`src/design/rrwl_pkg.sv`:
```
// Shared types and codes for the recursive reader/writer lock table.
package rrwl_pkg;

  localparam logic [1:0] ACT_EXCL_LOCK   = 2'd0;
  localparam logic [1:0] ACT_EXCL_UNLOCK = 2'd1;
  localparam logic [1:0] ACT_SH_LOCK     = 2'd2;
  localparam logic [1:0] ACT_SH_UNLOCK   = 2'd3;

  localparam logic [2:0] STAT_GRANTED  = 3'd0;
  localparam logic [2:0] STAT_BUSY     = 3'd1;
  localparam logic [2:0] STAT_NOT_HELD = 3'd2;
  localparam logic [2:0] STAT_FULL     = 3'd3;
  localparam logic [2:0] STAT_OVERFLOW = 3'd4;

  typedef enum logic [2:0] {
    S_IDLE = 3'b001,
    S_SCAN = 3'b010,
    S_UPD  = 3'b100
  } state_t;

endpackage

```
`src/design/rrwl_ram.sv`:
```
// Generic single-write, single-read RAM with registered read data.
module rrwl_ram #(
  parameter int WIDTH = 8,
  parameter int DEPTH = 16
) (
  input  logic                     clk,
  input  logic                     we,
  input  logic [$clog2(DEPTH)-1:0] waddr,
  input  logic [WIDTH-1:0]         wdata,
  input  logic                     re,
  input  logic [$clog2(DEPTH)-1:0] raddr,
  output logic [WIDTH-1:0]         rdata
);

  logic [WIDTH-1:0] mem [DEPTH];
  logic [WIDTH-1:0] rdata_r;

  always_ff @(posedge clk) begin
    if (we) begin
      mem[waddr] <= wdata;
    end
    if (re) begin
      rdata_r <= mem[raddr];
    end
  end

  assign rdata = rdata_r;

endmodule

```
`src/design/recursive_reader_writer_lock_table_top.sv`:
```
// Top level of the recursive reader/writer lock table.
//
// Usage:
//   in_*  : one lock request per transfer. in_tdata = {requester, action}.
//   out_* : one answer per request, in request order:
//           out_tdata = {reader_entries, writer_held, status}.
//   Exclusive requests go from S_IDLE to S_UPD, which writes the result register;
//   the next request is accepted once the block is back in S_IDLE.
//   Shared requests scan the reader table in a RAM, one slot per cycle, and
//   pass through S_IDLE, S_SCAN and S_UPD before they reach the result register;
//   the scan through the single RAM read port sets how long such a request takes.
//   Only one request is in flight; in_tready is high while no request is
//   being worked on, also while a finished answer still waits in the output
//   register. A receiver stall holds the answer there and holds the next
//   request in its final step until the output register frees up.
//   Reset (rst_n low, synchronous) clears the owner, both owner depths, all
//   reader valid bits and the output valid; no clearing pass is needed.
module recursive_reader_writer_lock_table_top #(
  parameter int READER_SLOTS = 16,
  parameter int ID_BITS      = 8,
  parameter int DEPTH_BITS   = 16
) (
  input  logic        clk,
  input  logic        rst_n,
  input  logic        in_tvalid,
  output logic        in_tready,
  input  logic [15:0] in_tdata,   // [1:0] action, [9:2] requester, rest zero
  output logic        out_tvalid,
  input  logic        out_tready,
  output logic [15:0] out_tdata   // [2:0] status, [3] writer_held, [8:4] reader_entries
);

  localparam int SLOT_BITS = $clog2(READER_SLOTS);
  localparam int CNT_BITS  = $clog2(READER_SLOTS + 1);
  localparam int ENT_BITS  = ID_BITS + DEPTH_BITS;
  localparam int REQ_WIDE  = (ID_BITS > 8) ? ID_BITS : 8;
  localparam logic [DEPTH_BITS-1:0] DEPTH_MAX = {DEPTH_BITS{1'b1}};
  localparam logic [DEPTH_BITS-1:0] DEPTH_ONE = DEPTH_BITS'(1);

  rrwl_pkg::state_t state_r, state_nxt;

  logic [1:0]              act_r, act_nxt;
  logic [ID_BITS-1:0]      req_r, req_nxt;
  logic [ID_BITS-1:0]      req_in;
  logic [REQ_WIDE-1:0]     req_wide;

  logic [ID_BITS-1:0]      owner_id_r, owner_id_nxt;
  logic                    owner_valid_r, owner_valid_nxt;
  logic [DEPTH_BITS-1:0]   wd_r, wd_nxt;
  logic [DEPTH_BITS-1:0]   siw_r, siw_nxt;
  logic [READER_SLOTS-1:0] valid_r, valid_nxt;
  logic [CNT_BITS-1:0]     rd_count_r, rd_count_nxt;

  logic [CNT_BITS-1:0]     scan_cnt_r, scan_cnt_nxt;
  logic                    chk_vld_r, chk_vld_nxt;
  logic [SLOT_BITS-1:0]    chk_idx_r, chk_idx_nxt;
  logic                    found_r, found_nxt;
  logic [SLOT_BITS-1:0]    hit_idx_r, hit_idx_nxt;
  logic [DEPTH_BITS-1:0]   hit_depth_r, hit_depth_nxt;
  logic                    free_found_r, free_found_nxt;
  logic [SLOT_BITS-1:0]    free_idx_r, free_idx_nxt;

  logic                    out_valid_r, out_valid_nxt;
  logic [2:0]              out_status_r, out_status_nxt;
  logic                    out_held_r, out_held_nxt;
  logic [4:0]              out_entries_r, out_entries_nxt;

  logic                    ram_we, ram_re;
  logic [SLOT_BITS-1:0]    ram_waddr;
  logic [ENT_BITS-1:0]     ram_wdata, ram_rdata;
  logic [ID_BITS-1:0]      ram_id;
  logic [DEPTH_BITS-1:0]   ram_depth;

  logic                    can_out, is_owner, is_shared_in, owner_free;
  logic [DEPTH_BITS-1:0]   op_a, op_res;
  logic                    op_dec, op_max, op_zero, op_one;
  logic [2:0]              status;

  assign req_wide  = REQ_WIDE'(in_tdata[9:2]);
  assign req_in    = req_wide[ID_BITS-1:0];
  assign ram_id    = ram_rdata[ENT_BITS-1:DEPTH_BITS];
  assign ram_depth = ram_rdata[DEPTH_BITS-1:0];

  assign in_tready  = (state_r == rrwl_pkg::S_IDLE);
  assign can_out    = !out_valid_r || out_tready;
  assign is_owner   = owner_valid_r && (owner_id_r == req_r);
  assign owner_free = !owner_valid_r && (wd_r == '0) && (siw_r == '0);
  assign is_shared_in = (in_tdata[1:0] == rrwl_pkg::ACT_SH_LOCK) ||
                        (in_tdata[1:0] == rrwl_pkg::ACT_SH_UNLOCK);
  assign ram_re     = (state_r == rrwl_pkg::S_SCAN) &&
                      (scan_cnt_r < CNT_BITS'(READER_SLOTS));

  // shared depth unit: one increment/decrement and compare
  always_comb begin
    if ((act_r == rrwl_pkg::ACT_EXCL_LOCK) || (act_r == rrwl_pkg::ACT_EXCL_UNLOCK)) begin
      op_a = wd_r;
    end else if (is_owner) begin
      op_a = siw_r;
    end else begin
      op_a = hit_depth_r;
    end
    op_dec  = (act_r == rrwl_pkg::ACT_EXCL_UNLOCK) || (act_r == rrwl_pkg::ACT_SH_UNLOCK);
    op_res  = op_dec ? (op_a - DEPTH_ONE) : (op_a + DEPTH_ONE);
    op_max  = (op_a == DEPTH_MAX);
    op_zero = (op_a == '0);
    op_one  = (op_a == DEPTH_ONE);
  end

  always_comb begin
    state_nxt       = state_r;
    act_nxt         = act_r;
    req_nxt         = req_r;
    owner_id_nxt    = owner_id_r;
    owner_valid_nxt = owner_valid_r;
    wd_nxt          = wd_r;
    siw_nxt         = siw_r;
    valid_nxt       = valid_r;
    rd_count_nxt    = rd_count_r;
    scan_cnt_nxt    = scan_cnt_r;
    chk_vld_nxt     = 1'b0;
    chk_idx_nxt     = chk_idx_r;
    found_nxt       = found_r;
    hit_idx_nxt     = hit_idx_r;
    hit_depth_nxt   = hit_depth_r;
    free_found_nxt  = free_found_r;
    free_idx_nxt    = free_idx_r;
    out_valid_nxt   = out_valid_r && !out_tready;
    out_status_nxt  = out_status_r;
    out_held_nxt    = out_held_r;
    out_entries_nxt = out_entries_r;
    ram_we          = 1'b0;
    ram_waddr       = hit_idx_r;
    ram_wdata       = {req_r, op_res};
    status          = rrwl_pkg::STAT_GRANTED;

    case (state_r)
      rrwl_pkg::S_IDLE: begin
        if (in_tvalid) begin
          act_nxt        = in_tdata[1:0];
          req_nxt        = req_in;
          scan_cnt_nxt   = '0;
          found_nxt      = 1'b0;
          free_found_nxt = 1'b0;
          state_nxt      = is_shared_in ? rrwl_pkg::S_SCAN : rrwl_pkg::S_UPD;
        end
      end
      rrwl_pkg::S_SCAN: begin
        if (ram_re) begin
          scan_cnt_nxt = scan_cnt_r + CNT_BITS'(1);
          chk_vld_nxt  = 1'b1;
          chk_idx_nxt  = scan_cnt_r[SLOT_BITS-1:0];
        end
        if (chk_vld_r) begin
          if (valid_r[chk_idx_r] && (ram_id == req_r) && !found_r) begin
            found_nxt     = 1'b1;
            hit_idx_nxt   = chk_idx_r;
            hit_depth_nxt = ram_depth;
          end
          if (!valid_r[chk_idx_r] && !free_found_r) begin
            free_found_nxt = 1'b1;
            free_idx_nxt   = chk_idx_r;
          end
          if (!ram_re) begin
            state_nxt = rrwl_pkg::S_UPD;
          end
        end
      end
      rrwl_pkg::S_UPD: begin
        if (can_out) begin
          case (act_r)
            rrwl_pkg::ACT_EXCL_LOCK: begin
              if (is_owner) begin
                if (op_max) status = rrwl_pkg::STAT_OVERFLOW;
                else        wd_nxt = op_res;
              end else if (owner_free && (rd_count_r == '0)) begin
                owner_id_nxt    = req_r;
                owner_valid_nxt = 1'b1;
                wd_nxt          = DEPTH_ONE;
              end else begin
                status = rrwl_pkg::STAT_BUSY;
              end
            end
            rrwl_pkg::ACT_EXCL_UNLOCK: begin
              if (!is_owner || op_zero) begin
                status = rrwl_pkg::STAT_NOT_HELD;
              end else begin
                wd_nxt = op_res;
                if (op_one && (siw_r == '0)) begin
                  owner_valid_nxt = 1'b0;
                  owner_id_nxt    = '0;
                end
              end
            end
            rrwl_pkg::ACT_SH_LOCK: begin
              if (is_owner) begin
                if (op_max) status  = rrwl_pkg::STAT_OVERFLOW;
                else        siw_nxt = op_res;
              end else if (found_r) begin
                if (op_max) begin
                  status = rrwl_pkg::STAT_OVERFLOW;
                end else begin
                  ram_we = 1'b1;
                end
              end else if (owner_free) begin
                if (!free_found_r) begin
                  status = rrwl_pkg::STAT_FULL;
                end else begin
                  ram_we                = 1'b1;
                  ram_waddr             = free_idx_r;
                  ram_wdata             = {req_r, DEPTH_ONE};
                  valid_nxt[free_idx_r] = 1'b1;
                  rd_count_nxt          = rd_count_r + CNT_BITS'(1);
                end
              end else begin
                status = rrwl_pkg::STAT_BUSY;
              end
            end
            rrwl_pkg::ACT_SH_UNLOCK: begin
              if (is_owner) begin
                if (op_zero) begin
                  status = rrwl_pkg::STAT_NOT_HELD;
                end else begin
                  siw_nxt = op_res;
                  if (op_one && (wd_r == '0)) begin
                    owner_valid_nxt = 1'b0;
                    owner_id_nxt    = '0;
                  end
                end
              end else if (found_r) begin
                if (op_zero || op_one) begin
                  valid_nxt[hit_idx_r] = 1'b0;
                  rd_count_nxt         = rd_count_r - CNT_BITS'(1);
                end else begin
                  ram_we = 1'b1;
                end
              end else begin
                status = rrwl_pkg::STAT_NOT_HELD;
              end
            end
            default: begin
              status = rrwl_pkg::STAT_NOT_HELD;
            end
          endcase
          out_valid_nxt   = 1'b1;
          out_status_nxt  = status;
          out_held_nxt    = owner_valid_nxt;
          out_entries_nxt = 5'(rd_count_nxt);
          state_nxt       = rrwl_pkg::S_IDLE;
        end
      end
      default: begin
        state_nxt = rrwl_pkg::S_IDLE;
      end
    endcase
  end

  always_ff @(posedge clk) begin
    if (!rst_n) begin
      state_r       <= rrwl_pkg::S_IDLE;
      owner_id_r    <= '0;
      owner_valid_r <= 1'b0;
      wd_r          <= '0;
      siw_r         <= '0;
      valid_r       <= '0;
      rd_count_r    <= '0;
      chk_vld_r     <= 1'b0;
      out_valid_r   <= 1'b0;
    end else begin
      state_r       <= state_nxt;
      owner_id_r    <= owner_id_nxt;
      owner_valid_r <= owner_valid_nxt;
      wd_r          <= wd_nxt;
      siw_r         <= siw_nxt;
      valid_r       <= valid_nxt;
      rd_count_r    <= rd_count_nxt;
      chk_vld_r     <= chk_vld_nxt;
      out_valid_r   <= out_valid_nxt;
    end
  end

  always_ff @(posedge clk) begin
    act_r         <= act_nxt;
    req_r         <= req_nxt;
    scan_cnt_r    <= scan_cnt_nxt;
    chk_idx_r     <= chk_idx_nxt;
    found_r       <= found_nxt;
    hit_idx_r     <= hit_idx_nxt;
    hit_depth_r   <= hit_depth_nxt;
    free_found_r  <= free_found_nxt;
    free_idx_r    <= free_idx_nxt;
    out_status_r  <= out_status_nxt;
    out_held_r    <= out_held_nxt;
    out_entries_r <= out_entries_nxt;
  end

  rrwl_ram #(
    .WIDTH (ENT_BITS),
    .DEPTH (READER_SLOTS)
  ) u_reader_ram (
    .clk   (clk),
    .we    (ram_we),
    .waddr (ram_waddr),
    .wdata (ram_wdata),
    .re    (ram_re),
    .raddr (scan_cnt_r[SLOT_BITS-1:0]),
    .rdata (ram_rdata)
  );

  assign out_tvalid = out_valid_r;
  assign out_tdata  = {7'd0, out_entries_r, out_held_r, out_status_r};

  a_count_matches: assert property (@(posedge clk) disable iff (!rst_n)
    rd_count_r == CNT_BITS'($countones(valid_r)))
    else $error("reader count out of step with valid bits");

  a_owner_depths: assert property (@(posedge clk) disable iff (!rst_n)
    owner_valid_r == ((wd_r != '0) || (siw_r != '0)))
    else $error("owner flag out of step with owner depths");

  a_owner_excludes_readers: assert property (@(posedge clk) disable iff (!rst_n)
    owner_valid_r |-> (rd_count_r == '0))
    else $error("exclusive owner coexists with readers");

  a_scan_bound: assert property (@(posedge clk) disable iff (!rst_n)
    (state_r == rrwl_pkg::S_SCAN) |-> (scan_cnt_r <= CNT_BITS'(READER_SLOTS)))
    else $error("scan counter ran past the table");

endmodule
```
`config.mk`:
```
export PLATFORM = sky130hd
export DESIGN_NAME = recursive_reader_writer_lock_table_top
export DESIGN_NICKNAME = d
export VERILOG_FILES = /design/src/design/rrwl_pkg.sv /design/src/design/rrwl_ram.sv /design/src/design/recursive_reader_writer_lock_table_top.sv
export SDC_FILE = /design/constraint.sdc
export NUM_CORES = 1
export LEC_CHECK = 0
export BUFFER_PORTS_ARGS = -buffer_cell sky130_fd_sc_hd__buf_2
export CORE_UTILIZATION = 30
export DETAILED_ROUTE_END_ITERATION = 12
export PLACE_DENSITY = 0.43
export SKIP_LAST_GASP = 1
export SYNTH_ARGS = -nofsm -noshare
export SYNTH_HDL_FRONTEND = slang
export SYNTH_SLANG_ARGS = --single-unit
```
`constraint.sdc`:
```
create_clock -name clk -period 5.47 [get_ports clk]
set_input_delay 0.2735 -clock clk [delete_from_list [all_inputs] [get_ports clk]]
set_output_delay 0.2735 -clock clk [all_outputs]
set_load 0.05 [all_outputs]
```
# Word level (Yosys, flattened, before mapping)
# Memory sizes are Yosys's and may differ from the RTL's. A register that Yosys moved wholly into a read port is not among the register bits.
# Index checks and enable logic that the tools add are counted.
word_totals:
  regBits: 121
  inputBits: 20
  output_inout_bits: 18
  memories: 1
  ramBits: 384
  elab_cells: 230
memory_table:
  columns: ["memory", "depth", "word_bits", "rd", "rd_ports_with_merged_regs", "write_ports", "line", "text"]
  rows:
  - ["u_reader_ram.mem", 16, 24, 1, 1, 1, "rrwl_ram.sv:15", "logic [WIDTH-1:0] mem [DEPTH];"]
op_classes:
  add_sub_neg: 5
  n_bitwise: 3
  eq_ne: 37
  magnitude_cmp: 6
  muxes: 108
  reduce_logical: 49
ops:
  columns: ["cell", "n"]
  rows:
  - ["2-to-1 mux 16 bit", 24]
  - ["one-hot mux 16 bit (2 select lines)", 3]
  - ["2-to-1 mux 8 bit", 7]
  - ["zero test 16 bit", 3]
  - ["2-to-1 mux 5 bit", 9]
  - ["!= test 2 bit, second input constant", 17]
  - ["2-to-1 mux 3 bit", 11]
  - ["2-to-1 mux 1 bit", 31]
  - ["2-to-1 mux 4 bit", 7]
  - ["one-hot mux 8 bit (3 select lines)", 1]
  - ["one-hot mux 5 bit (2 select lines)", 2]
  - ["AND reduction 10 bit", 2]
  - ["adder 16 x 1 -> 16 bit, second input constant", 1]
  - ["bitwise AND 16 bit", 1]
  - ["== test 16 x 1 -> 1 bit, second input constant", 1]
  - ["== test 16 bit, second input constant", 1]
  - ["== test 8 bit", 2]
  - ["NOT 16 bit", 1]
  - ["bitwise OR 16 bit", 1]
  - ["subtractor 16 x 1 -> 16 bit, second input constant", 1]
  - ["< comparator 4 x 5 -> 1 bit, second input constant", 3]
  - ["logical AND 1 bit", 13]
  - ["!= test 2 x 1 -> 1 bit, second input constant", 6]
  - ["one-hot mux 3 bit (4 select lines)", 1]
  - ["other kinds (28)", 59]

# Depth between registers and ports, before layout
# Gate-level depths: netlist of the first run.
logic_depth:
  word_depth: 14
  ltp_mapped: 14
  depth_no_buf: 12

# Hierarchy
# Synthesis of the first run repeated with hierarchy kept, for this count alone.
hier_totals:
  hier_cells: 1334
  hier_area_um2: 21899.8
modules_own_cells:
  columns: ["mod", "area_per_inst_um2", "n_inst", "cells_each", "seq_area_each_um2"]
  rows:
  - ["rrwl_ram", 15170.8, 1, 636, 12251.8]
  - ["recursive_reader_writer_lock_table_top", 6729.0, 1, 698, 2962.8]

# Worst setup path before layout of the first run
# No wires, ideal clock.
synth_timing:
  path_kind: "reg-to-reg"
  start: "register req_r[1]"
  end: "memory u_reader_ram.mem[10][0] in the netlist's numbering, enable pin"
  setup_time_ns: 0.405
  setup_slack_ns: 0.931
  required_ns: 5.065
  t_arrival_ns: 4.134
  path_buffers: 1
  synth_period_minus_slack_ns: 4.539
  stages_incl_launch_ff: 14
  cell_sequence: "edfxtp_1 -> xnor2_1 -> nand4_4 -> buf_6 -> o31a_1 -> o21ai_0 -> inv_1 -> ha_1 -> nor2b_1 -> nand3_1 -> or4_1 -> nor4b_4 -> a32oi_2 -> nor2_1"
synth_between:
  elab_chain_cells: 14
  elab_cells_between_ends: 23
  cone_classes: "eq/ne (3); mux (17); reduce/logical (3)"
synth_lines:
  columns: ["element", "line", "text"]
  rows:
  - ["start, declared", "recursive_reader_writer_lock_table_top.sv:43", "logic [ID_BITS-1:0] req_r, req_nxt;"]
  - ["start signal, assigned", "recursive_reader_writer_lock_table_top.sv:283", "req_r <= req_nxt;"]
  - ["== test 8 bit *", "recursive_reader_writer_lock_table_top.sv:86", "assign is_owner = owner_valid_r && (owner_id_r == req_r);"]
  - ["logical AND 1 bit *", "recursive_reader_writer_lock_table_top.sv:86", null]
  - ["2-to-1 mux 16 bit", "recursive_reader_writer_lock_table_top.sv:97", "end else if (is_owner) begin"]
  - ["2-to-1 mux 16 bit", "recursive_reader_writer_lock_table_top.sv:95", "if ((act_r == rrwl_pkg::ACT_EXCL_LOCK) || (act_r == rrwl_pkg::ACT_EXCL_UNLOCK)) begin"]
  - ["== test 16 x 1 -> 1 bit / zero test 16 bit (equally long branches)", "recursive_reader_writer_lock_table_top.sv:106, recursive_reader_writer_lock_table_top.sv:105", null]
  - ["logical OR 1 bit", "recursive_reader_writer_lock_table_top.sv:230", "if (op_zero || op_one) begin"]
  - ["2-to-1 mux 1 bit", "recursive_reader_writer_lock_table_top.sv:230", null]
  - ["2-to-1 mux 1 bit", "recursive_reader_writer_lock_table_top.sv:229", "end else if (found_r) begin"]
  - ["2-to-1 mux 1 bit", "recursive_reader_writer_lock_table_top.sv:219", "if (is_owner) begin"]
  - ["one-hot mux 1 bit (2 select lines)", "recursive_reader_writer_lock_table_top.sv:170", "case (act_r)"]
  - ["2-to-1 mux 1 bit", "recursive_reader_writer_lock_table_top.sv:169", "if (can_out) begin"]
  - ["2-to-1 mux 1 bit", "recursive_reader_writer_lock_table_top.sv:136", "case (state_r)"]
  - ["2-to-1 mux 1 bit", "rrwl_ram.sv:19", "if (we) begin"]
  - ["2-to-1 mux 1 bit (not written as such)", "rrwl_ram.sv:20", "mem[waddr] <= wdata;"]
  - ["end, declared", "rrwl_ram.sv:15", null]
# Every way passes the cells marked *; elsewhere a longest branch is shown, timed or not.

# Worst setup path after layout of the first run
layout_timing:
  start: "register req_r[1]"
  end: "memory u_reader_ram.mem[4][15] in the netlist's numbering, data pin"
layout_between:
  elab_chain_cells: 13
  elab_cells_between_ends: 14
  cone_classes: "add/sub (2); eq/ne (1); mux (10); reduce/logical (1)"
layout_lines:
  columns: ["element", "line", "text"]
  rows:
  - ["== test 8 bit *", "recursive_reader_writer_lock_table_top.sv:86", null]
  - ["logical AND 1 bit *", "recursive_reader_writer_lock_table_top.sv:86", null]
  - ["2-to-1 mux 16 bit", "recursive_reader_writer_lock_table_top.sv:97", null]
  - ["2-to-1 mux 16 bit", "recursive_reader_writer_lock_table_top.sv:95", null]
  - ["adder 16 x 1 -> 16 bit / subtractor 16 x 1 -> 16 bit (equally long branches)", "recursive_reader_writer_lock_table_top.sv:103", "op_res = op_dec ? (op_a - DEPTH_ONE) : (op_a + DEPTH_ONE);"]
  - ["2-to-1 mux 16 bit", "recursive_reader_writer_lock_table_top.sv:103", null]
  - ["2-to-1 mux 16 bit", "recursive_reader_writer_lock_table_top.sv:205", "if (!free_found_r) begin"]
  - ["2-to-1 mux 16 bit", "recursive_reader_writer_lock_table_top.sv:204", "end else if (owner_free) begin"]
  - ["2-to-1 mux 16 bit", "recursive_reader_writer_lock_table_top.sv:198", "end else if (found_r) begin"]
  - ["2-to-1 mux 16 bit", "recursive_reader_writer_lock_table_top.sv:195", "if (is_owner) begin"]
  - ["2-to-1 mux 16 bit", "recursive_reader_writer_lock_table_top.sv:170", null]
  - ["2-to-1 mux 16 bit", "recursive_reader_writer_lock_table_top.sv:169", null]
  - ["2-to-1 mux 16 bit *", "recursive_reader_writer_lock_table_top.sv:136", null]
  - ["via ram_wdata[15]", "recursive_reader_writer_lock_table_top.sv:70", "logic [ENT_BITS-1:0] ram_wdata, ram_rdata;"]
# Mark *: on every way through the listed nets, which the timed path passes. The rest lies on a longest branch.

==> results of run 1 <==
-- area by class of cell --
| cell class | instances | area, um^2 |
|---|---|---|
| Inverter | 19 | 71.32 |
| Timing Repair Buffer | 99 | 735.7 |
| Clock inverter | 33 | 345.3 |
| Fill cell | 6922 | 47140 |
| Clock buffer | 74 | 1564 |
| Sequential cell | 529 | 15210 |
| Multi-Input combinational cell | 656 | 6568 |
| Tap cell | 959 | 1200 |
-- flip-flops by register name, indices dropped and copies added, names as in the netlist, 3 cells and up --
register / count
owner_id_r: 8
valid_r: 16
chk_idx_r: 4
state_r: 3
u_reader_ram.rdata: 24
hit_idx_r: 4
free_idx_r: 4
rd_count_r: 5
hit_depth_r: 16
req_r: 8
out_entries_r: 5
scan_cnt_r: 5
siw_r: 16
out_status_r: 3
wd_r: 16
u_reader_ram.mem: 384
-- worst register-to-register path, stage by stage (launching register included) --
cell and delay (ps):
sky130_fd_sc_hd__edfxtp_1 400, sky130_fd_sc_hd__xnor2_1 380, sky130_fd_sc_hd__and4_1 560, sky130_fd_sc_hd__buf_4 220, sky130_fd_sc_hd__nand4_1 110, sky130_fd_sc_hd__a31oi_2 410
sky130_fd_sc_hd__nand4_2 180, sky130_fd_sc_hd__buf_4 200, sky130_fd_sc_hd__nor3_1 420, sky130_fd_sc_hd__a22oi_1 150, sky130_fd_sc_hd__xor2_1 220, sky130_fd_sc_hd__nor2_1 980
-- routing by layer --
metal | wire (um) | vias to the layer above | share of wire
met1 | 26230 | 6322 | 0.47
met4 | 1303 | 0 | 0.023
met5 | 0 | - | 0
met3 | 2088 | 90 | 0.037
li1 | - | 5337 | -
met2 | 26600 | 253 | 0.47
-- cell usage in the layout (no fill, tap or decap), types with 9 or more instances in the layout --
master / n
sky130_fd_sc_hd__o21ai_0: 25
sky130_fd_sc_hd__dlygate4sd3_1: 11
sky130_fd_sc_hd__clkbuf_1: 13
sky130_fd_sc_hd__o211ai_1: 13
sky130_fd_sc_hd__nor2_4: 18
sky130_fd_sc_hd__clkbuf_16: 60
sky130_fd_sc_hd__o2bb2ai_1: 16
sky130_fd_sc_hd__clkinv_1: 14
sky130_fd_sc_hd__a31oi_1: 12
sky130_fd_sc_hd__a31oi_2: 9
sky130_fd_sc_hd__nand4_1: 21
sky130_fd_sc_hd__inv_1: 18
sky130_fd_sc_hd__nand2b_1: 25
sky130_fd_sc_hd__nor2_1: 59
sky130_fd_sc_hd__nand2_1: 31
sky130_fd_sc_hd__edfxtp_1: 462
sky130_fd_sc_hd__clkinv_2: 9
sky130_fd_sc_hd__nand3_1: 26
sky130_fd_sc_hd__buf_4: 62
sky130_fd_sc_hd__nor3_1: 14
sky130_fd_sc_hd__xnor2_1: 21
sky130_fd_sc_hd__dfxtp_1: 67
sky130_fd_sc_hd__mux2i_1: 11
sky130_fd_sc_hd__a21oi_1: 32
sky130_fd_sc_hd__mux4_2: 125
sky130_fd_sc_hd__buf_2: 24
sky130_fd_sc_hd__xor2_1: 12
sky130_fd_sc_hd__nor2b_1: 9
sky130_fd_sc_hd__nor4_1: 12
-- how the worst max path moves through the flow --
stage	from	endpoint	slack, ps	cells after the start
2_1_floorplan	req_r[1]$_DFFE_PP_	u_reader_ram.mem[10][0]$_DFFE_PP_	930	13
3_3_place_gp	req_r[6]$_DFFE_PP_	u_reader_ram.mem[15][20]$_DFFE_PP_	750	14
3_5_place_dp	req_r[1]$_DFFE_PP_	u_reader_ram.mem[15][20]$_DFFE_PP_	710	13
4_1_cts	req_r[1]$_DFFE_PP_	u_reader_ram.mem[15][22]$_DFFE_PP_	700	13
5_1_grt	req_r[2]$_DFFE_PP_	u_reader_ram.mem[15][18]$_DFFE_PP_	510	14
6_report	req_r[1]$_DFFE_PP_	u_reader_ram.mem[4][15]$_DFFE_PP_	820	11
-- per-stage QoR --
step	utilization	hold slack [ps]	worst slack (ps)	cells	area, um^2
final	0.3528	115.8	817.0	2369	25700
after global routing	0.3528	130.1	510.4	2369	25700
after CTS	0.3528	75.22	700.6	2369	25700
after detailed placement	0.3251	407.9	708.8	2251	23680
after global placement	0.3251	404.8	752.1	2251	23680
after floorplan	-	372.4	930.8	1278	22100
-- power by group --
| part | switching (mW) | total, mW | leakage (nW) | internal [mW] |
|---|---|---|---|---|
| sequential | 0.0434 | 4.56 | 4.72 | 4.51 |
| combinational | 0.557 | 0.915 | 2.39 | 0.358 |
| clock | 1.63 | 3.93 | 0.929 | 2.30 |
| total | 2.23 | 9.40 | 8.04 | 7.17 |
-- what timing repair did --
item / 4_1_cts / 5_1_grt
hold buffers: 11 / 0
hold endpoints to repair: 12 / 0
gates resized for setup: 0 / 0
-- logic make-up (layout without fill, tap and decap cells) --
logic type               after synthesis  after routing  share of synthesized area
AO/OA/AOI/OAI                        175            175                    0.06172
flip-flops                           529            529                     0.6892
other                                  1              7                  0.0001699
multiplexers                         137            137                     0.1330
buffers and inverters                 93            225                    0.02057
AND/OR/NAND/NOR                      296            296                    0.07748
adder cells (fa/ha/maj)                7              7                   0.003967
XOR/XNOR                              34             34                    0.01383
==> impl_metrics.sql, run 1 <==
INSERT INTO impl_metrics (metric_group, metric, value, unit) VALUES
('global_routing', 'grt_use_met1', '0.2160', ''),
('floorplan', 'die_height', '273.3', 'um'),
('cts', 'cts.reportedPaths.clkPinSlew', '60', 'ps'),
('synthesis', 'post-synth-top-count-cell', 'sky130_fd_sc_hd__edfxtp_1', ''),
('synthesis', 'ys_ff_latch', '529', ''),
('setup_path', 'critical_path_buf_inv_count', '2', ''),
('setup_path', 'path_max_fanout', '16', ''),
('synthesis', 'post_synth_instance_area', '0.02207', 'mm^2'),
('synthesis', 'synth.yosys.warnings', '0', ''),
('run_status', 'outcome', 'finished clean', ''),
('layout', 'area_delta_synth_final', '16.41', '%'),
('setup_path', 'cp_top_family', 'simple AND/OR/NAND/NOR gates', ''),
('synthesis', 'number_of_cells_produced_by_synthesis', '1272', ''),
('synthesis', 'synth_enable_flop_cells', '462', ''),
('timing', 'final_sum_of_negative_setup_slack', '0', 'ps'),
('layout', 'fraction_of_layout_instances_using_a_drive_strength_above_1', '0.2624', ''),
('synthesis', 'synth-seq-area-share', '0.6892', ''),
('synthesis', 'synth_top_area_cell', 'sky130_fd_sc_hd__edfxtp_1', ''),
('synthesis', 'synth_flop_cell', 'sky130_fd_sc_hd__edfxtp_1', ''),
('route', 'drt-vias-per-instance', '5.066', ''),
('setup_path', 'critPathSlowestCell', 'sky130_fd_sc_hd__nor2_1', ''),
('timing', 'finalSetupViolations', '0', ''),
('power_and_ir_drop', 'power_density', '365.8', 'mW/mm^2'),
('route', 'drt-wirelength-per-cell', '23.73', 'um'),
('setup_path', 'critical_path.reg2reg.endpoint', 'u_reader_ram.mem[4][15]$_DFFE_PP_', ''),
('timing', 'timing.final.max_slew_violations', '0', ''),
('timing', 'timing.final.crit_period', '4653', 'ps'),
('layout', 'fin_nets', '1391', ''),
('setup_path', 'critPathArrivalTime', '4890', 'ps'),
('global_routing', 'm2_gr_usage', '0.2444', ''),
('route', 'detail_route.first_pass.iterations', '5', ''),
('power_and_ir_drop', 'total_power', '9.399', 'mW'),
('global_routing', 'global_route.peak_usage_layer', 'met2', ''),
('setup_path', 'crit_required', '5700', 'ps'),
('power_and_ir_drop', 'ir_drop', '249.8', 'uV'),
('setup_path', 'reg2reg_setup_slack', '820', 'ps'),
('setup_path', 'endpoint_kind', 'register', ''),
('cts', 'cts.repair_timing.setup_buffer_count', '0', ''),
('timing', 'setup_repair_after_global_routing_missed_its_margin', 'false', ''),
('layout', 'antennaDiodeCount', '0', ''),
('floorplan', 'die_width', '273.3', 'um'),
('placement', 'port-buffer-count', '24', ''),
('timing', 'period_share', '0.8506', ''),
('global_routing', 'globalRouteOverflowTotal', '0', ''),
('synthesis', 'async_reset_ff_frac', '0', ''),
('cts', 'clkLatencyLatePin', '630', 'ps'),
('synthesis', 'netlist-cell-type-count', '88', ''),
('floorplan', 'initial_utilization', '0.3031', ''),
('placement', 'globalplace.congestion', '0.8073', ''),
('cts', 'max-clock-path-buffers', '3', ''),
('cts', 'buffer_type_at_the_clock_tree_root', 'sky130_fd_sc_hd__clkbuf_16', ''),
('timing', 'fin_skew', '29.02', 'ps'),
('cts', 'cts_max_level', '2', ''),
('route', 'detailedRoute.firstIterationViolations', '939', ''),
('route', 'route.vias.total', '12000', ''),
('setup_path', 'path_class', 'register to register', ''),
('power_and_ir_drop', 'static-leakage-power', '8.042', 'nW'),
('global_routing', 'antenna_found_initial', '0', ''),
('global_routing', 'first_global_vias', '12280', ''),
('cts', 'tritoncts', 'built', ''),
('floorplan', 'die_area', '0.07467', 'mm^2'),
('floorplan', 'fp.coreArea', '0.07283', 'mm^2'),
('setup_path', 'critical-path-max-stage-delay', '970', 'ps'),
('setup_path', 'worstSetupStartpointType', 'register', ''),
('cts', 'cts_num_sinks', '529', ''),
('worst_hold_path', 'min_delay_worst_endpoint', 'state_r[0]$_SDFFE_PN1P_', ''),
('global_routing', 'grt_first_pass_wirelength', '84030', 'um'),
('floorplan', 'rows', '99', ''),
('timing', 'maxClockFrequency', '0.2149', 'GHz'),
('cts', 'cts_made_buffers', '59', ''),
('worst_hold_path', 'hold-path-cell-count', '2', '');
Power figures use the tool's default switching activity.
==> run 2, diff against run 1 <==
--- a/config.mk
+++ b/config.mk
@@ -6,9 +6,9 @@
 export NUM_CORES = 1
 export LEC_CHECK = 0
 export BUFFER_PORTS_ARGS = -buffer_cell sky130_fd_sc_hd__buf_2
-export CORE_UTILIZATION = 30
+export CORE_UTILIZATION = 63
 export DETAILED_ROUTE_END_ITERATION = 12
-export PLACE_DENSITY = 0.43
+export PLACE_DENSITY_LB_ADDON = 0.12
 export SKIP_LAST_GASP = 1
 export SYNTH_ARGS = -nofsm -noshare
 export SYNTH_HDL_FRONTEND = slang
==> run 2 against run 1 <==
  * Register-to-register slack better by 50 ps
  * Via count increased by 0.52%
  * Clock skew is 11 ps lower
  * Maximum frequency increased by 0.98%
  * Critical path depth decreased by 2
  * First-iteration DRC count rose by 23%
  * Worst hold slack lost 64 ps
  * Routed wire length shrank 13%
  * Flip-flop and latch count stayed put
  * Worst setup slack improved by 45 ps
  * Final cell count down 23%
  * Largest power group unchanged
==> impl_metrics.sql, run 2 (synthesis results as in run 1) <==
INSERT INTO impl_metrics (metric_group, metric, value, unit) VALUES
('flow_run', 'number_of_violations_of_the_max_capacitance_limit', '0', ''),
('placement', 'placed_cells_incl_taps', '1715', ''),
('floorplan', 'die_width', '189.2', 'um'),
('cts', 'cts_num_sinks', '529', ''),
('cts', 'tritoncts', 'built', ''),
('cts', 'cts.reportedPaths.clkPinSlew', '60', 'ps'),
('setup_path', 'worst_r2r_path_depth', '9', ''),
('setup_path', 'critPathSlowestCell', 'sky130_fd_sc_hd__and4_1', ''),
('layout', 'number_of_flip_flops_in_the_largest_register', '384', ''),
('timing', 'timing.final.max_slew_violations', '0', ''),
('power_and_ir_drop', 'power_density', '357.8', 'mW/mm^2'),
('setup_path', 'reg2reg_setup_slack', '860', 'ps'),
('setup_path', 'critical-path-max-stage-delay', '680', 'ps'),
('route', 'antenna_violating_nets_post_route', '0', ''),
('setup_path', 'critical_path_buf_inv_count', '0', ''),
('timing', 'period_share', '0.8424', ''),
('global_routing', 'grt_first_pass_wirelength', '73440', 'um'),
('floorplan', 'fp.coreArea', '0.03454', 'mm^2'),
('worst_hold_path', 'worst_min_delay_path_class', 'input port to register', ''),
('timing', 'slew_headroom', '0.2070', ''),
('timing', 'maxClockFrequency', '0.2170', 'GHz'),
('layout', 'final_cell_mix', 'sky130_fd_sc_hd__edfxtp_1 (462), sky130_fd_sc_hd__mux4_2 (125), sky130_fd_sc_hd__dfxtp_1 (67)', ''),
('route', 'drt-vias-per-instance', '6.629', ''),
('route', 'remaining_drc_errors', '0', ''),
('layout', 'area_delta_synth_final', '10.78', '%'),
('cts', 'cts_made_buffers', '51', ''),
('floorplan', 'number_of_top_level_pins', '38', ''),
('power_and_ir_drop', 'power.share.sequential', '0.520', ''),
('setup_path', 'regToRegStartpoint', 'req_r[7]$_DFFE_PP_', ''),
('power_and_ir_drop', 'ir_drop', '319.6', 'uV'),
('global_routing', 'grt_use_total', '0.2830', ''),
('setup_path', 'critPathArrivalTime', '4840', 'ps'),
('setup_path', 'worstSetupStartpointType', 'register', ''),
('cts', 'max-clock-path-buffers', '3', ''),
('power_and_ir_drop', 'clock_share_of_power', '0.379', ''),
('route', 'drt_wl_total', '48800', 'um'),
('timing', 'timing.final.crit_period', '4608', 'ps'),
('route', 'route.vias.total', '12070', ''),
('layout', 'fraction_of_layout_instances_using_a_drive_strength_above_1', '0.2397', ''),
('setup_path', 'cp_top_family', 'simple AND/OR/NAND/NOR gates', ''),
('floorplan', 'initial_utilization', '0.6391', ''),
('layout', 'largest_register', 'u_reader_ram.mem', ''),
('route', 'detailedRoute.firstIterationViolations', '1159', ''),
('timing', 'finalSetupViolations', '0', ''),
('timing', 'fin_skew', '18.35', 'ps'),
('setup_path', 'crit_path_cell_chain', 'xnor2_1 -> and4_1 -> nand4_1 -> a31oi_4 -> nand4_2 -> or4_1 -> nor4b_4 -> a32oi_2 -> nor2_4', ''),
('floorplan', 'rows', '68', ''),
('power_and_ir_drop', 'static-leakage-power', '7.700', 'nW'),
('cts', 'buffer_type_at_the_clock_tree_root', 'sky130_fd_sc_hd__clkbuf_16', ''),
('setup_path', 'crit_required', '5700', 'ps'),
('power_and_ir_drop', 'power.combinational.fraction', '0.101', ''),
('global_routing', 'maximum_number_of_pins_on_one_net_before_global_route_repair', '101', ''),
('setup_path', 'critical_path.reg2reg.endpoint', 'u_reader_ram.mem[8][12]$_DFFE_PP_', ''),
('placement', 'hpwl', '27750', 'um'),
('global_routing', 'first_global_vias', '11870', ''),
('power_and_ir_drop', 'internal_power', '6.704', 'mW'),
('timing', 'final_sum_of_negative_setup_slack', '0', 'ps'),
('layout', 'most_common_library_cell_in_the_layout_ignoring_fill_and_taps', 'sky130_fd_sc_hd__edfxtp_1', ''),
('route', 'drt-wirelength-per-cell', '26.81', 'um'),
('placement', 'port-buffer-count', '24', ''),
('cts', 'cts_max_level', '2', ''),
('layout', 'fin_nets', '1350', ''),
('global_routing', 'antenna_found_initial', '0', ''),
('global_routing', 'globalRouteOverflowTotal', '0', ''),
('route', 'detail_route.first_pass.iterations', '5', ''),
('floorplan', 'die_area', '0.03579', 'mm^2'),
('layout', 'final_cells', '1820', ''),
('setup_path', 'endpoint_kind', 'register', ''),
('placement', 'globalplace.congestion', '0.9381', ''),
('timing', 'report.final.hold_viol_count', '0', ''),
('layout', 'fill_cell_instance_count_of_the_final_layout', '2172', ''),
('timing', 'setup_repair_after_global_routing_missed_its_margin', 'false', ''),
('timing', 'worstMarginPinSlew', '1185', 'ps'),
('run_status', 'outcome', 'finished clean', ''),
('power_and_ir_drop', 'power_switching', '2.045', 'mW'),
('cts', 'clkLatencyLatePin', '590', 'ps'),
('floorplan', 'die_height', '189.2', 'um'),
('setup_path', 'path_max_fanout', '24', ''),
('setup_path', 'timing.critical_path.to', 'u_reader_ram.mem[8][12]$_DFFE_PP_', ''),
('setup_path', 'critical_path_depth', '9', ''),
('cts', 'cts_resized', '0', ''),
('setup_path', 'critical_path_origin', 'req_r[7]$_DFFE_PP_', ''),
('power_and_ir_drop', 'power.share.switching', '0.2337', ''),
('worst_hold_path', 'hold-path-cell-count', '4', ''),
('setup_path', 'path_class', 'register to register', '');
run 2: cell types whose count changed in the layout (fill, tap and decap cells not counted), moves of 2 or more:
cell,delta
sky130_fd_sc_hd__clkinvlp_4,+2
sky130_fd_sc_hd__clkinv_1,-4
sky130_fd_sc_hd__buf_4,-31
sky130_fd_sc_hd__bufinv_16,-5
sky130_fd_sc_hd__clkbuf_1,+2
sky130_fd_sc_hd__clkbuf_16,-7
run 2: repair_timing:
action / 4_1_cts / 5_1_grt
endpoints found under the hold margin: 10 / 0
hold buffers: 10 / 0
setup buffers: 0 / 0
run 2: worst min-delay path, delay by kind of cell:
kind | cells | cell delay, ps
compound gates | 1 | 140
simple gates | 2 | 90
buf+inv | 1 | 80
run 2: metrics by stage:
step / setup WS (ps) / hold slack [ps] / total power [mW] / util / area [um^2]
after floorplan: 930.8 / 372.4 / 5.268 / - / 22100
after global placement: 920.9 / 402.3 / 5.490 / 0.6599 / 22800
after detailed placement: 901.8 / 405.6 / 5.508 / 0.6599 / 22800
after CTS: 889.0 / 30.04 / 8.786 / 0.7078 / 24450
after global routing: 570.7 / 93.04 / 8.990 / 0.7078 / 24450
final: 862.2 / 51.46 / 8.749 / 0.7079 / 24450
run 2: how the worst min path moves through the flow:
stage | start | to | slack, ps
3_5_place_dp | u_reader_ram.rdata[8]$_DFFE_PP_ | hit_depth_r[8]$_DFFE_PP_ | 410
4_1_cts | out_tready | out_tvalid$_SDFF_PN0_ | 30
6_report | out_tready | out_tvalid$_SDFF_PN0_ | 50
2_1_floorplan | in_tdata[0] | act_r[0]$_DFFE_PP_ | 370
5_1_grt | out_tready | out_tvalid$_SDFF_PN0_ | 90
3_3_place_gp | u_reader_ram.rdata[13]$_DFFE_PP_ | hit_depth_r[13]$_DFFE_PP_ | 400
run 2: area by class of cell:
cell class              count  area (um^2)  share of cell area
diodes                      1        2.502           0.0001023
flip-flops and latches    529        15210              0.6222
clock buffers              70         1410             0.05766
inverters                  19        71.32            0.002916
multi-input cells         656         6568              0.2686
clock inverters            24        145.1            0.005935
well taps                 455        569.3             0.02328
repair buffers             66        473.0             0.01934
run 2: power by group through the flow:
stage	logic [mW]	registers [mW]	clock network (mW)
after global routing	0.949	4.55	3.49
after floorplan	0.634	4.63	0
final	0.882	4.55	3.32
after CTS	0.884	4.55	3.35
after detailed placement	0.873	4.64	0
after global placement	0.857	4.63	0
run 2: routing by layer:
| metal | global-route usage | vias up | share of wire |
|---|---|---|---|
| met3 | 0.05134 | 101 | 0.068 |
| met1 | 0.4038 | 6191 | 0.42 |
| met2 | 0.4463 | 535 | 0.49 |
| met5 | 0 | - | 0 |
| met4 | 0.09864 | 0 | 0.030 |
| li1 | - | 5238 | - |
